==> src/hw/rtl/dq_pkg.sv <==
// Shared types, codes and sizes of the double-ended queue.
package dq_pkg;

  // Default geometry of the ring store
  localparam int unsigned DQ_DEPTH      = 256;
  localparam int unsigned DQ_DATA_WIDTH = 32;

  // Fixed port field widths
  localparam int unsigned OP_W       = 3;
  localparam int unsigned VALUE_W    = 32;
  localparam int unsigned POS_W      = 9;
  localparam int unsigned DATA_OUT_W = 32;
  localparam int unsigned STATUS_W   = 2;
  localparam int unsigned LEN_W      = 9;

  // Command queue between front and back, and result queue
  localparam int unsigned CQ_DEPTH = 2;
  localparam int unsigned CQ_PTR_W = $clog2(CQ_DEPTH);
  localparam int unsigned CQ_CNT_W = $clog2(CQ_DEPTH + 1);
  localparam int unsigned OQ_DEPTH = 2;
  localparam int unsigned OQ_PTR_W = $clog2(OQ_DEPTH);
  localparam int unsigned OQ_CNT_W = $clog2(OQ_DEPTH + 1);

  // Operation codes on the input port
  typedef enum logic [OP_W-1:0] {
    OP_PUSH_LEFT  = 3'd0,
    OP_PUSH_RIGHT = 3'd1,
    OP_PULL_LEFT  = 3'd2,
    OP_PULL_RIGHT = 3'd3,
    OP_READ_POS   = 3'd4,
    OP_REVERSE    = 3'd5
  } op_e;

  // Result status codes
  typedef enum logic [STATUS_W-1:0] {
    ST_OK    = 2'd0,
    ST_FULL  = 2'd1,
    ST_EMPTY = 2'd2,
    ST_RANGE = 2'd3
  } status_e;

  // Decoded operation class
  typedef enum logic [2:0] {
    K_NOP,
    K_PUSH,
    K_PULL,
    K_READ,
    K_REV
  } kind_e;

  // Decoded command handed from front to back
  typedef struct packed {
    kind_e                    kind;
    logic                     right;
    logic [VALUE_W-1:0]       value;
    logic signed [POS_W-1:0]  position;
  } cmd_t;

endpackage

==> src/hw/rtl/dq_front.sv <==
// Front end: accepts items, decodes the operation and queues commands.
module dq_front import dq_pkg::*; (
  input  logic                    clk_i,
  input  logic                    rst_ni,
  input  logic                    push_i,
  output logic                    full_o,
  input  logic [OP_W-1:0]         operation_i,
  input  logic [VALUE_W-1:0]      value_i,
  input  logic signed [POS_W-1:0] position_i,
  output logic                    cmd_valid_o,
  output cmd_t                    cmd_o,
  input  logic                    cmd_pop_i
);

  cmd_t                cq_q [CQ_DEPTH];
  logic [CQ_PTR_W-1:0] wr_ptr_q, wr_ptr_d;
  logic [CQ_PTR_W-1:0] rd_ptr_q, rd_ptr_d;
  logic [CQ_CNT_W-1:0] cnt_q, cnt_d;
  cmd_t                dec;
  logic                wr_en;
  logic                rd_en;

  // Classify the operation
  always_comb begin
    dec.value    = value_i;
    dec.position = position_i;
    dec.right    = 1'b0;
    dec.kind     = K_NOP;
    case (operation_i)
      OP_PUSH_LEFT, OP_PUSH_RIGHT: begin
        dec.kind  = K_PUSH;
        dec.right = (operation_i == OP_PUSH_RIGHT);
      end
      OP_PULL_LEFT, OP_PULL_RIGHT: begin
        dec.kind  = K_PULL;
        dec.right = (operation_i == OP_PULL_RIGHT);
      end
      OP_READ_POS: dec.kind = K_READ;
      OP_REVERSE:  dec.kind = K_REV;
      default:     dec.kind = K_NOP;
    endcase
  end

  assign full_o      = (cnt_q == CQ_CNT_W'(CQ_DEPTH));
  assign cmd_valid_o = (cnt_q != '0);
  assign cmd_o       = cq_q[rd_ptr_q];
  assign wr_en       = push_i && !full_o;
  assign rd_en       = cmd_pop_i && cmd_valid_o;

  // Queue pointers and fill count
  always_comb begin
    wr_ptr_d = wr_ptr_q;
    rd_ptr_d = rd_ptr_q;
    cnt_d    = cnt_q;
    if (wr_en) begin
      wr_ptr_d = (wr_ptr_q == CQ_PTR_W'(CQ_DEPTH - 1)) ? '0 : wr_ptr_q + 1'b1;
    end
    if (rd_en) begin
      rd_ptr_d = (rd_ptr_q == CQ_PTR_W'(CQ_DEPTH - 1)) ? '0 : rd_ptr_q + 1'b1;
    end
    if (wr_en && !rd_en) begin
      cnt_d = cnt_q + 1'b1;
    end else if (!wr_en && rd_en) begin
      cnt_d = cnt_q - 1'b1;
    end
  end

  always_ff @(posedge clk_i or negedge rst_ni) begin
    if (!rst_ni) begin
      wr_ptr_q <= '0;
      rd_ptr_q <= '0;
      cnt_q    <= '0;
    end else begin
      wr_ptr_q <= wr_ptr_d;
      rd_ptr_q <= rd_ptr_d;
      cnt_q    <= cnt_d;
    end
  end

  // Command storage
  always_ff @(posedge clk_i) begin
    if (wr_en) begin
      cq_q[wr_ptr_q] <= dec;
    end
  end

endmodule

==> config.mk <==
export PLATFORM = sky130hd
export DESIGN_NAME = dq_front
export DESIGN_NICKNAME = d
export VERILOG_FILES = /design/src/hw/rtl/dq_pkg.sv /design/src/hw/rtl/dq_front.sv
export SDC_FILE = /design/constraint.sdc
export NUM_CORES = 1
export LEC_CHECK = 0
export BUFFER_PORTS_ARGS = -buffer_cell sky130_fd_sc_hd__buf_4
export CORE_MARGIN = 2
export CORE_UTILIZATION = 45
export CTS_CLUSTER_SIZE = 8
export DETAILED_ROUTE_END_ITERATION = 16
export PLACE_DENSITY = 0.7
export SLEW_MARGIN = 0
export SYNTH_ARGS = -nofsm -noshare
export SYNTH_HDL_FRONTEND = slang
export SYNTH_SLANG_ARGS = --single-unit
==> constraint.sdc <==
create_clock -name clk_i -period 6.9 [get_ports clk_i]
set_clock_uncertainty 0.1 [all_clocks]
set_input_delay 0.345 -clock clk_i [delete_from_list [all_inputs] [get_ports clk_i]]
set_output_delay 0.345 -clock clk_i [all_outputs]
set_load 0.01 [all_outputs]
==> results.md, run 1 <==
### Status
- **outcome** finished, final reports clean

### Global routing
- **antenna violations before repair** 0
- **first-pass GRT wire length** 8490 um
- **Tot GR Track Use** 13.0%
- **vias in the first global route** 1,760
- **pin count of the biggest net entering global routing** 46
- **final global-route overflow total** 0

### Power
- **areal power density over the cells** 400 nW/um^2
- **relative contribution of combinational cells to total power** 35.7%
- **VDD IR max** 0.218 mV
- **leakage dissipation** 1.87 nW
- **switching fraction of total power** 28.5%
- **sequential share of power** 45.5%
- **switching component of the power** 0.531 mW
- **internal power** 1.33 mW
- **clock power share** 18.8%

### Drt
- **DRC errors left** 0
- **detailed-routing iteration count for the pre-antenna-repair pass** 4
- **number of vias in the routed layout** 1,737
- **average vias per placed instance** 4.63
- **post-detailed-route wirelength per cell** 15.1 um
- **DRT antenna net count** 0
- **number of DRC violations after detailed-routing iteration 0** 55
- **final routed wirelength across all metal layers** 5670 um

### Critical path
- **Critical Path AT** 2.12 ns
- **required time worst endpoint** 6.45 ns
- **Crit Path Category** reg -> out
- **worst path buffer plus inverter count** 2
- **crit end category** primary output
- **critical path fanouts, max** 27
- **delay of the slowest cell on the worst path** 0.72 ns
- **Crit path max-delay family** flip-flops
- **Worst path most repeated cell** sky130_fd_sc_hd__buf_4
- **CP Cell Sequence** buf_4 -> mux2_4 -> buf_4
- **category of the worst setup path launch point** flop
- **slowest stage cell, crit path** sky130_fd_sc_hd__dfrtp_2

### STA
- **worst-case hold slack** 0.0765 ns
- **unrepaired setup endpoints after global routing** no
- **setup-violating endpoint count in the final report** 0
- **Final Critical Period** 2.57 ns
- **max-slew violations** 0
- **sum of negative setup slack** 0 ns
- **slew at the pin with the worst max-slew slack** 1.07 ns
- **final period utilization** 37.2%
- **timing-limited maximum frequency** 389 MHz
- **endpoints failing hold** 0
- **worst slew margin relative to its limit** 28.7%
- **minimum setup slack in the final design** 4.33 ns

### Logic synthesis
- **share of the yosys chip area belonging to registers** 76.1%
- **Cells after Synth** 165
- **fraction of synthesized cell area taken by the top area cell type** 73.4%
- **largest family of logic cells by synthesized area** multiplexers
- **register bit count reported by yosys** 94
- **leading cell types by total area after synthesis** sky130_fd_sc_hd__edfxtp_1 (73%), sky130_fd_sc_hd__mux2_4 (16%), sky130_fd_sc_hd__dfrtp_1 (2.7%), sky130_fd_sc_hd__buf_12 (2.2%), sky130_fd_sc_hd__mux2_2 (1.8%)
- **fraction of synthesized cell area in xor and xnor cells** 1.19%
- **number of different library cells in the post-synthesis netlist** 19
- **largest area contributor in the netlist** sky130_fd_sc_hd__edfxtp_1
- **synthesis warning total** 0
- **post-synthesis net count** 214
- **share of synthesized area spent on multiplexers** 18.0%
- **Post-Synthesis Mean Instance Area** 22.3 um^2
- **simple-gate area share of the yosys netlist** 1.53%
- **netlist area before placement** 3680 um^2
- **share of the synthesized area in compound gates (AO/OA/AOI/OAI)** 0.136%
- **arithmetic-cell share of the synthesized area counting full adders, half adders and majority gates** 0.340%

### Floorplan
- **Starting Density** 46.9%
- **area of the placeable core** 7850 um^2
- **area of the die** 8920 um^2
- **Die Height** 94.5 um
- **number of core rows** 32
- **number of placed I/O pins** 95
- **die width** 94.5 um

### Placement
- **GPL Wtd Cong** 0.689
- **estimated wirelength of the detail-placed design** 3820 um
- **number of port buffers** 94
- **setup slack after placement** 4.67 ns

### Final layout
- **Post-layout nets** 317
- **layout-stage area growth over the synthesis result** 26.5%
- **diodes inserted** 0
- **Fill cells** 606
- **share of final-layout standard cells stronger than drive strength 1** 59.0%
- **utilization after layout** 59.3%

### Clock tree
- **clock latency on the worst-skew pair** 0.34 ns
- **Setup Fix Bufs, Post-CTS** 0
- **depth of the CTS H-tree** 3
- **clock net sink count** 94
- **CTS buffer count** 9
- **CTS tree** done
- **clock-pin slew of the registers on the worst-case setup and hold paths** 0.09 ns
- **clock buffer depth** 2
- **buffer cell driving the clock tree root** sky130_fd_sc_hd__clkbuf_8

### Job
- **number of max-cap violations** 0

### Worst hold path
- **class of the worst hold path** in -> reg

## placed cells by master, fill, tap and decap left out
cell type	netlist	routed
sky130_fd_sc_hd__inv_6	0	1
sky130_fd_sc_hd__clkinvlp_4	0	1
sky130_fd_sc_hd__clkbuf_8	0	9
sky130_fd_sc_hd__mux2_2	6	6
sky130_fd_sc_hd__nand2_1	2	2
sky130_fd_sc_hd__dlygate4sd3_1	0	1
sky130_fd_sc_hd__edfxtp_1	90	90
sky130_fd_sc_hd__clkinv_4	0	2
sky130_fd_sc_hd__nand2b_1	2	2
sky130_fd_sc_hd__xor2_1	2	2
sky130_fd_sc_hd__xnor2_1	3	3
sky130_fd_sc_hd__nand2_2	1	1
sky130_fd_sc_hd__nor2_4	0	1
sky130_fd_sc_hd__and3_2	0	1
sky130_fd_sc_hd__dfrtp_2	0	1
sky130_fd_sc_hd__buf_4	0	96
sky130_fd_sc_hd__a21oi_1	1	1
sky130_fd_sc_hd__mux2_4	39	39
sky130_fd_sc_hd__inv_1	2	2
sky130_fd_sc_hd__clkinv_2	0	2
sky130_fd_sc_hd__bufinv_16	0	1
sky130_fd_sc_hd__mux2i_1	1	1
sky130_fd_sc_hd__ha_1	1	1
sky130_fd_sc_hd__nor2b_1	1	1
sky130_fd_sc_hd__nor2_1	3	2
sky130_fd_sc_hd__dfrtp_1	4	3
sky130_fd_sc_hd__or2_1	1	1
## synth_stat cells
master and count:
sky130_fd_sc_hd__inv_1 2, sky130_fd_sc_hd__nor2b_1 1, sky130_fd_sc_hd__and3_1 1, sky130_fd_sc_hd__mux2_2 6
sky130_fd_sc_hd__nand2b_1 2, sky130_fd_sc_hd__mux2_4 39, sky130_fd_sc_hd__edfxtp_1 90, sky130_fd_sc_hd__buf_6 1
sky130_fd_sc_hd__a21oi_1 1, sky130_fd_sc_hd__xnor2_1 3, sky130_fd_sc_hd__xor2_1 2, sky130_fd_sc_hd__nor2_1 3
sky130_fd_sc_hd__ha_1 1, sky130_fd_sc_hd__nand2_1 2, sky130_fd_sc_hd__dfrtp_1 4, sky130_fd_sc_hd__or2_1 1
sky130_fd_sc_hd__nand2_2 1, sky130_fd_sc_hd__buf_12 4, sky130_fd_sc_hd__mux2i_1 1
## final cells by class
| type | instances | area (um^2) | area share [%] |
|---|---|---|---|
| clock inverters | 7 | 73.8 | 1.59 |
| multi-input cells | 64 | 790 | 17.0 |
| well taps | 102 | 128 | 2.74 |
| clock buffers | 9 | 124 | 2.66 |
| flip-flops and latches | 94 | 2800 | 60.2 |
| repair buffers | 97 | 731 | 15.7 |
| inverters | 2 | 7.51 | 0.161 |
## worst paths after layout
kind | from | to | slack [ns] | cells after the start
setup / recovery | rd_ptr_q$_DFFE_PN0P_ | cmd_o[8] | 4.33 | 3
max in group asynchronous | rst_ni | rd_ptr_q$_DFFE_PN0P_ | 6.35 | 2
hold / removal | value_i[12] | cq_q[0][21]$_DFFE_PP_ | 0.08 | 1
hold reg to reg | cnt_q[1]$_DFFE_PN0P_ | cnt_q[1]$_DFFE_PN0P_ | 0.41 | 1
min in group asynchronous | rst_ni | rd_ptr_q$_DFFE_PN0P_ | 0.24 | 2
setup reg to reg | cnt_q[0]$_DFFE_PN0P_ | cq_q[0][13]$_DFFE_PP_ | 4.82 | 4
## cells by family after synthesis
logic type               after synthesis
AO/OA/AOI/OAI                          1
AND/OR/NAND/NOR                       11
buffers and inverters                  7
XOR/XNOR                               5
flip-flops                            94
adder cells (fa/ha/maj)                1
multiplexers                          46
## power groups by stage
stage / clock (mW) / sequential (mW) / combinational [mW]
floorplan: 0 / 0.827 / 0.484
global placement: 0 / 0.859 / 0.673
detailed placement: 0 / 0.863 / 0.677
CTS: 0.362 / 0.850 / 0.679
global route: 0.383 / 0.862 / 0.712
finish: 0.350 / 0.847 / 0.666
## per-stage QoR
step	total power [mW]	cell area [um^2]	cells
after global placement	1.53	4450	358
after floorplan	1.31	3680	165
after global routing	1.96	4660	375
final	1.86	4660	375
after CTS	1.89	4660	375
after detailed placement	1.54	4450	358
## worst register-to-register path, delay by kind of cell (launching register included)
family	cells	cell delay [ns]
flip-flops	1	0.41
buffers and inverters	1	0.46
AND/OR/NAND/NOR	3	0.77
## flip-flops by register name, indices dropped and copies added (netlist names)
signal    flops
cnt_q         2
cq_q         90
rd_ptr_q      1
wr_ptr_q      1
## timing repair
action,CTS,global route
endpoints found under the hold margin,4,0
resized for setup,0,0
hold buffers,1,0
## layer usage
metal	part of all wire, %	global-route usage, %	up-vias	wire (um)
met4	1.3	6.16	0	75
met3	7.2	4.23	9	409
met5	0	0	-	0
li1	-	-	841	-
met1	44	16.7	822	2500
met2	47	20.3	65	2680
No activity file was read; power rests on OpenSTA's default activity.
==> run 2, diff against run 1 <==
Clock period 6.9 ns to 2.5 ns, I/O delays scaled along.
==> results.md, run 2 (synthesis results as in run 1) <==
### Status
- **outcome** finished, final reports clean

### Clock tree
- **clock buffer depth** 2, unchanged
- **clock latency on the worst-skew pair** 0.34 ns, about the same
- **buffer cell driving the clock tree root** sky130_fd_sc_hd__clkbuf_8
- **number of instances resized during post-cts repair** 0, unchanged
- **depth of the CTS H-tree** 3, unchanged
- **quantity of hold-fixing buffers added after cts** 47, +46
- **CTS tree** done
- **CTS buffer count** 9, unchanged
- **clock-pin slew of the registers on the worst-case setup and hold paths** 0.08 ns, about the same
- **clock net sink count** 94, unchanged
- **Setup Fix Bufs, Post-CTS** 0, unchanged

### STA
- **endpoints failing hold** 0, unchanged
- **slew at the pin with the worst max-slew slack** 0.574 ns, -0.496 ns
- **final period utilization** 78.8%
- **sum of negative setup slack** 0 ns, unchanged
- **setup-violating endpoint count in the final report** 0, unchanged
- **max-slew violations** 0, unchanged
- **worst slew margin relative to its limit** 61.8%, +33 points
- **minimum setup slack in the final design** 0.530 ns, -3.80 ns
- **timing-limited maximum frequency** 508 MHz
- **worst-case hold slack** 0.0656 ns, -0.0108 ns
- **unrepaired setup endpoints after global routing** no
- **Final Critical Period** 1.97 ns

### Critical path
- **crit end category** primary output
- **depth of the worst register-to-register path** 6, +2
- **delay of the slowest cell on the worst path** 0.48 ns, -0.24 ns
- **Crit Path Category** reg -> out
- **number of stages on the worst setup path** 3, unchanged
- **slowest stage cell, crit path** sky130_fd_sc_hd__buf_4
- **Crit path max-delay family** buffers and inverters
- **Critical Path AT** 1.75 ns, -0.37 ns
- **worst path buffer plus inverter count** 2, unchanged
- **required time worst endpoint** 2.28 ns, -4.17 ns
- **CP Cell Sequence** buf_4 -> mux2_2 -> buf_4
- **critical path fanouts, max** 32, +19%
- **Worst path most repeated cell** sky130_fd_sc_hd__buf_4
- **category of the worst setup path launch point** flop

### Final layout
- **share of final-layout standard cells stronger than drive strength 1** 49.5%, -9.4 points
- **most frequent standard cell in the layout excluding fill and tap cells** sky130_fd_sc_hd__buf_4
- **Largest register FFs** 90, unchanged
- **utilization after layout** 65.0%, +5.7 points
- **top library cells by usage in the layout, fill and taps aside** sky130_fd_sc_hd__buf_4 (98), sky130_fd_sc_hd__edfxtp_1 (90), sky130_fd_sc_hd__dlygate4sd3_1 (47), sky130_fd_sc_hd__mux2_4 (39), sky130_fd_sc_hd__clkbuf_8 (9)
- **Largest regs** cq_q x90, cnt_q x2
- **Post-layout nets** 366, +15%
- **cell area after layout** 5100 um^2, +9.6%
- **Biggest register** cq_q
- **diodes inserted** 0, unchanged
- **layout-stage area growth over the synthesis result** 38.6%
- **Fill cells** 573, -5.4%

### Drt
- **number of DRC violations after detailed-routing iteration 0** 42, -24%
- **final routed wirelength across all metal layers** 6540 um, +15%
- **DRC errors left** 0, unchanged
- **number of vias in the routed layout** 1,982, +14%
- **DRT antenna net count** 0, unchanged
- **average vias per placed instance** 4.69, +1.2%
- **detailed-routing iteration count for the pre-antenna-repair pass** 4, unchanged
- **post-detailed-route wirelength per cell** 15.5 um, +2.2%

### Power
- **leakage dissipation** 2.06 nW, +10%
- **areal power density over the cells** 1000 nW/um^2, +150%
- **VDD IR max** 0.504 mV, +130%

### Global routing
- **met3 global-route usage** 3.19%, -1.0 points
- **antenna violations before repair** 0, unchanged
- **pin count of the biggest net entering global routing** 40, -13%
- **final global-route overflow total** 0, unchanged
- **first-pass GRT wire length** 9870 um, +16%
- **vias in the first global route** 2,119, +20%
- **Tot GR Track Use** 15.1%, +2.1 points
- **met1 track demand over resource in global routing** 17.5%, +0.79 points
- **met2 Track Usage GR** 26.8%, +6.5 points
- **gr busiest metal** met2

### Worst hold path
- **worst hold stages** 3, +2
- **class of the worst hold path** in -> reg

### Job
- **number of max-cap violations** 0, unchanged

### Floorplan
- **Die Height** 94.5 um, unchanged
- **die width** 94.5 um, unchanged
- **number of placed I/O pins** 95, unchanged
- **Starting Density** 46.9%, unchanged
- **number of core rows** 32, unchanged
- **area of the die** 8920 um^2, unchanged
- **area of the placeable core** 7850 um^2, unchanged

### Placement
- **GPL Wtd Cong** 0.680, -1.3%
- **setup slack after placement** 0.835 ns, -3.83 ns
- **Cell Area, Placed** 4480 um^2, +0.79%
- **number of port buffers** 94, unchanged
- **estimated wirelength of the detail-placed design** 4020 um, +5.3%

==> run 2: changes by cell type in the layout (fill, tap and decap cells not counted), moves of 2 or more <==
cell,before,now
sky130_fd_sc_hd__clkinv_4,2,0
sky130_fd_sc_hd__clkbuf_1,0,4
sky130_fd_sc_hd__buf_4,96,98
sky130_fd_sc_hd__dlygate4sd3_1,1,47
==> run 2: final cells by class <==
cell class | count | area [um^2] | share of cell area (%)
repair buffers | 146 | 1230 | 24.0
clock buffers | 13 | 139 | 2.72
clock inverters | 2 | 10.0 | 0.196
inverters | 2 | 7.51 | 0.147
flip-flops and latches | 94 | 2800 | 54.9
multi-input cells | 64 | 790 | 15.5
well taps | 102 | 128 | 2.50
==> run 2: worst reg2reg max path, delay by kind of cell (launching register included) <==
kind / cells / cell delay (ns)
xor+xnor: 1 / 0.15
fa+ha+maj: 1 / 0.33
buf+inv: 1 / 0.07
flops: 1 / 0.42
simple gates: 3 / 0.50
==> run 2: worst paths after layout <==
check | from | to | slack (ns)
worst max-delay path | rd_ptr_q$_DFFE_PN0P_ | cmd_o[43] | 0.53
worst min-delay path | push_i | wr_ptr_q$_DFFE_PN0P_ | 0.07
worst max register to register | cnt_q[0]$_DFFE_PN0P_ | cnt_q[1]$_DFFE_PN0P_ | 0.85
worst min register to register | cnt_q[1]$_DFFE_PN0P_ | cnt_q[1]$_DFFE_PN0P_ | 0.41
max in group asynchronous | rst_ni | rd_ptr_q$_DFFE_PN0P_ | 1.52
min in group asynchronous | rst_ni | cnt_q[1]$_DFFE_PN0P_ | 0.59
==> run 2: metrics by stage <==
step	total power [mW]	instances
6_report	5.11	423
5_1_grt	5.37	423
4_1_cts	5.18	423
3_5_place_dp	4.32	361
3_3_place_gp	4.27	361
2_1_floorplan	3.62	165
==> run 2: routing by layer <==
layer / wire, um / vias up
li1: - / 941
met1: 2730 / 970
met2: 3370 / 59
met3: 323 / 12
met4: 112 / 0
met5: 0 / -
==> run 2: where the power goes <==
part	internal, mW	switching (mW)	leakage, nW
combinational	1.13	0.903	1.10
clock	0.355	0.450	0.0773
sequential	2.16	0.107	0.883
total	3.65	1.46	2.06
==> run 3, diff against run 2 <==
Clock period 2.5 ns to 1.9 ns, I/O delays scaled along.
==> results.md, run 3 (synthesis results as in run 1) <==
### STA
- **Final Critical Period** 1.74 ns
- **worst slew margin relative to its limit** 80.6%, +19 points
- **worst-case hold slack** 0.0221 ns, -0.0435 ns
- **minimum setup slack in the final design** 0.155 ns, -0.374 ns
- **slew at the pin with the worst max-slew slack** 0.290 ns, -0.283 ns
- **unrepaired setup endpoints after global routing** no
- **setup-violating endpoint count in the final report** 0, unchanged
- **endpoints failing hold** 0, unchanged
- **sum of negative setup slack** 0 ns, unchanged
- **max-slew violations** 0, unchanged
- **timing-limited maximum frequency** 573 MHz
- **final period utilization** 91.8%

### Global routing
- **vias in the first global route** 2,074, -2.1%
- **pin count of the biggest net entering global routing** 26, -35%
- **first-pass GRT wire length** 9710 um, -1.7%
- **final global-route overflow total** 0, unchanged
- **antenna violations before repair** 0, unchanged
- **Tot GR Track Use** 14.8%, -0.33 points

### Critical path
- **required time worst endpoint** 1.70 ns, -0.58 ns
- **crit end category** primary output
- **category of the worst setup path launch point** flop
- **Crit Path Category** reg -> out
- **reg2reg setup slack** 0.25 ns, -0.60 ns
- **Critical Path AT** 1.55 ns, -0.20 ns
- **critical path fanouts, max** 21, -34%

### Final layout
- **Largest register FFs** 90, unchanged
- **top library cells by usage in the layout, fill and taps aside** sky130_fd_sc_hd__buf_4 (95), sky130_fd_sc_hd__edfxtp_1 (90), sky130_fd_sc_hd__dlygate4sd3_1 (48), sky130_fd_sc_hd__mux2_4 (39), sky130_fd_sc_hd__clkbuf_8 (9)
- **layout-stage area growth over the synthesis result** 41.5%
- **diodes inserted** 0, unchanged
- **area taken by flip-flops and latches** 2800 um^2, unchanged
- **Biggest register** cq_q
- **Post-layout nets** 368, +0.55%
- **most frequent standard cell in the layout excluding fill and tap cells** sky130_fd_sc_hd__buf_4
- **Fill cells** 561, -2.1%
- **cell area after layout** 5210 um^2, +2.1%
- **Largest regs** cq_q x90, cnt_q x2
- **multi-input gate area in the final layout** 790 um^2, unchanged
- **utilization after layout** 66.4%, +1.4 points
- **share of final-layout standard cells stronger than drive strength 1** 50.6%, +1.1 points

### Floorplan
- **area of the die** 8920 um^2, unchanged
- **number of core rows** 32, unchanged
- **Starting Density** 46.9%, unchanged
- **area of the placeable core** 7850 um^2, unchanged
- **die width** 94.5 um, unchanged
- **Die Height** 94.5 um, unchanged
- **number of placed I/O pins** 95, unchanged

### Clock tree
- **clock buffer depth** 2, unchanged
- **CTS tree** done
- **Setup Fix Bufs, Post-CTS** 0, unchanged
- **depth of the CTS H-tree** 3, unchanged
- **CTS buffer count** 9, unchanged
- **clock latency on the worst-skew pair** 0.35 ns, about the same
- **buffer cell driving the clock tree root** sky130_fd_sc_hd__clkbuf_8
- **clock net sink count** 94, unchanged
- **clock-pin slew of the registers on the worst-case setup and hold paths** 0.09 ns, about the same

### Power
- **areal power density over the cells** 1350 nW/um^2, +35%
- **VDD IR max** 0.950 mV, +88%
- **leakage dissipation** 2.09 nW, +1.7%

### Job
- **number of max-cap violations** 0, unchanged

### Placement
- **Cell Area, Placed** 4530 um^2, +1.0%
- **number of port buffers** 94, unchanged
- **estimated wirelength of the detail-placed design** 3950 um, -2.0%
- **setup slack after placement** 0.284 ns, -0.552 ns
- **GPL Wtd Cong** 0.701, +3.1%

### Drt
- **final routed wirelength across all metal layers** 6420 um, -1.8%
- **number of vias in the routed layout** 1,966, -0.81%
- **average vias per placed instance** 4.62, -1.5%
- **number of DRC violations after detailed-routing iteration 0** 77, +83%
- **DRT antenna net count** 0, unchanged
- **DRC errors left** 0, unchanged
- **post-detailed-route wirelength per cell** 15.1 um, -2.5%
- **detailed-routing iteration count for the pre-antenna-repair pass** 4, unchanged

### Status
- **outcome** finished, final reports clean

### Worst hold path
- **class of the worst hold path** in -> reg

==> run 3: changes by cell type in the layout (fill, tap and decap cells not counted), sizes merged <==
cell         change
buf              +1
bufinv           +1
clkbuf           -4
clkinvlp         +3
dlygate4sd3      +1
inv              +1
==> run 3: path summary, 6_finish.rpt <==
path / startpoint / cells after the start / to
worst max-delay path: rd_ptr_q$_DFFE_PN0P_ / 3 / cmd_o[44]
worst min-delay path: push_i / 3 / wr_ptr_q$_DFFE_PN0P_
worst max register to register: cnt_q[0]$_DFFE_PN0P_ / 7 / cnt_q[1]$_DFFE_PN0P_
worst min register to register: cnt_q[1]$_DFFE_PN0P_ / 1 / cnt_q[1]$_DFFE_PN0P_
max in group asynchronous: rst_ni / 3 / rd_ptr_q$_DFFE_PN0P_
min in group asynchronous: rst_ni / 3 / cnt_q[1]$_DFFE_PN0P_
==> run 3: timing repair <==
item	in CTS	in global routing
endpoints found under the hold margin	95	0
setup endpoints to repair	0	4
hold buffers	48	0
resized for setup	0	1
==> run 3: stage by stage <==
step	power [mW]	std cells
3_5_place_dp	5.74	362
3_3_place_gp	5.70	362
6_report	7.03	426
2_1_floorplan	4.76	165
5_1_grt	7.38	426
4_1_cts	7.11	426
==> run 3: final cells by class <==
cell class	count	area share, %
Tap cell	102	2.45
Sequential cell	94	53.8
Inverter	2	0.144
Timing Repair Buffer	148	24.7
Multi-Input combinational cell	64	15.2
Clock inverter	7	1.42
Clock buffer	9	2.38
==> run 3: power by group <==
part	switching [mW]	internal, mW	total, mW
sequential	0.142	2.84	2.98
combinational	1.19	1.57	2.76
clock	0.677	0.610	1.29
total	2.01	5.02	7.03
==> run 3: per-layer routing <==
metal | share of wire (%) | vias up | global-route usage [%]
met5 | 0 | - | 0
met4 | 1.3 | 0 | 7.00
met3 | 5.5 | 7 | 3.43
met2 | 53 | 71 | 25.9
met1 | 41 | 943 | 17.3
li1 | - | 945 | -
==> run 3: critical path, cell delays in order (launching register included) <==
cell                      delay, ns
sky130_fd_sc_hd__dfrtp_2       0.40
sky130_fd_sc_hd__buf_6         0.28
sky130_fd_sc_hd__mux2_2        0.38
sky130_fd_sc_hd__buf_4         0.15
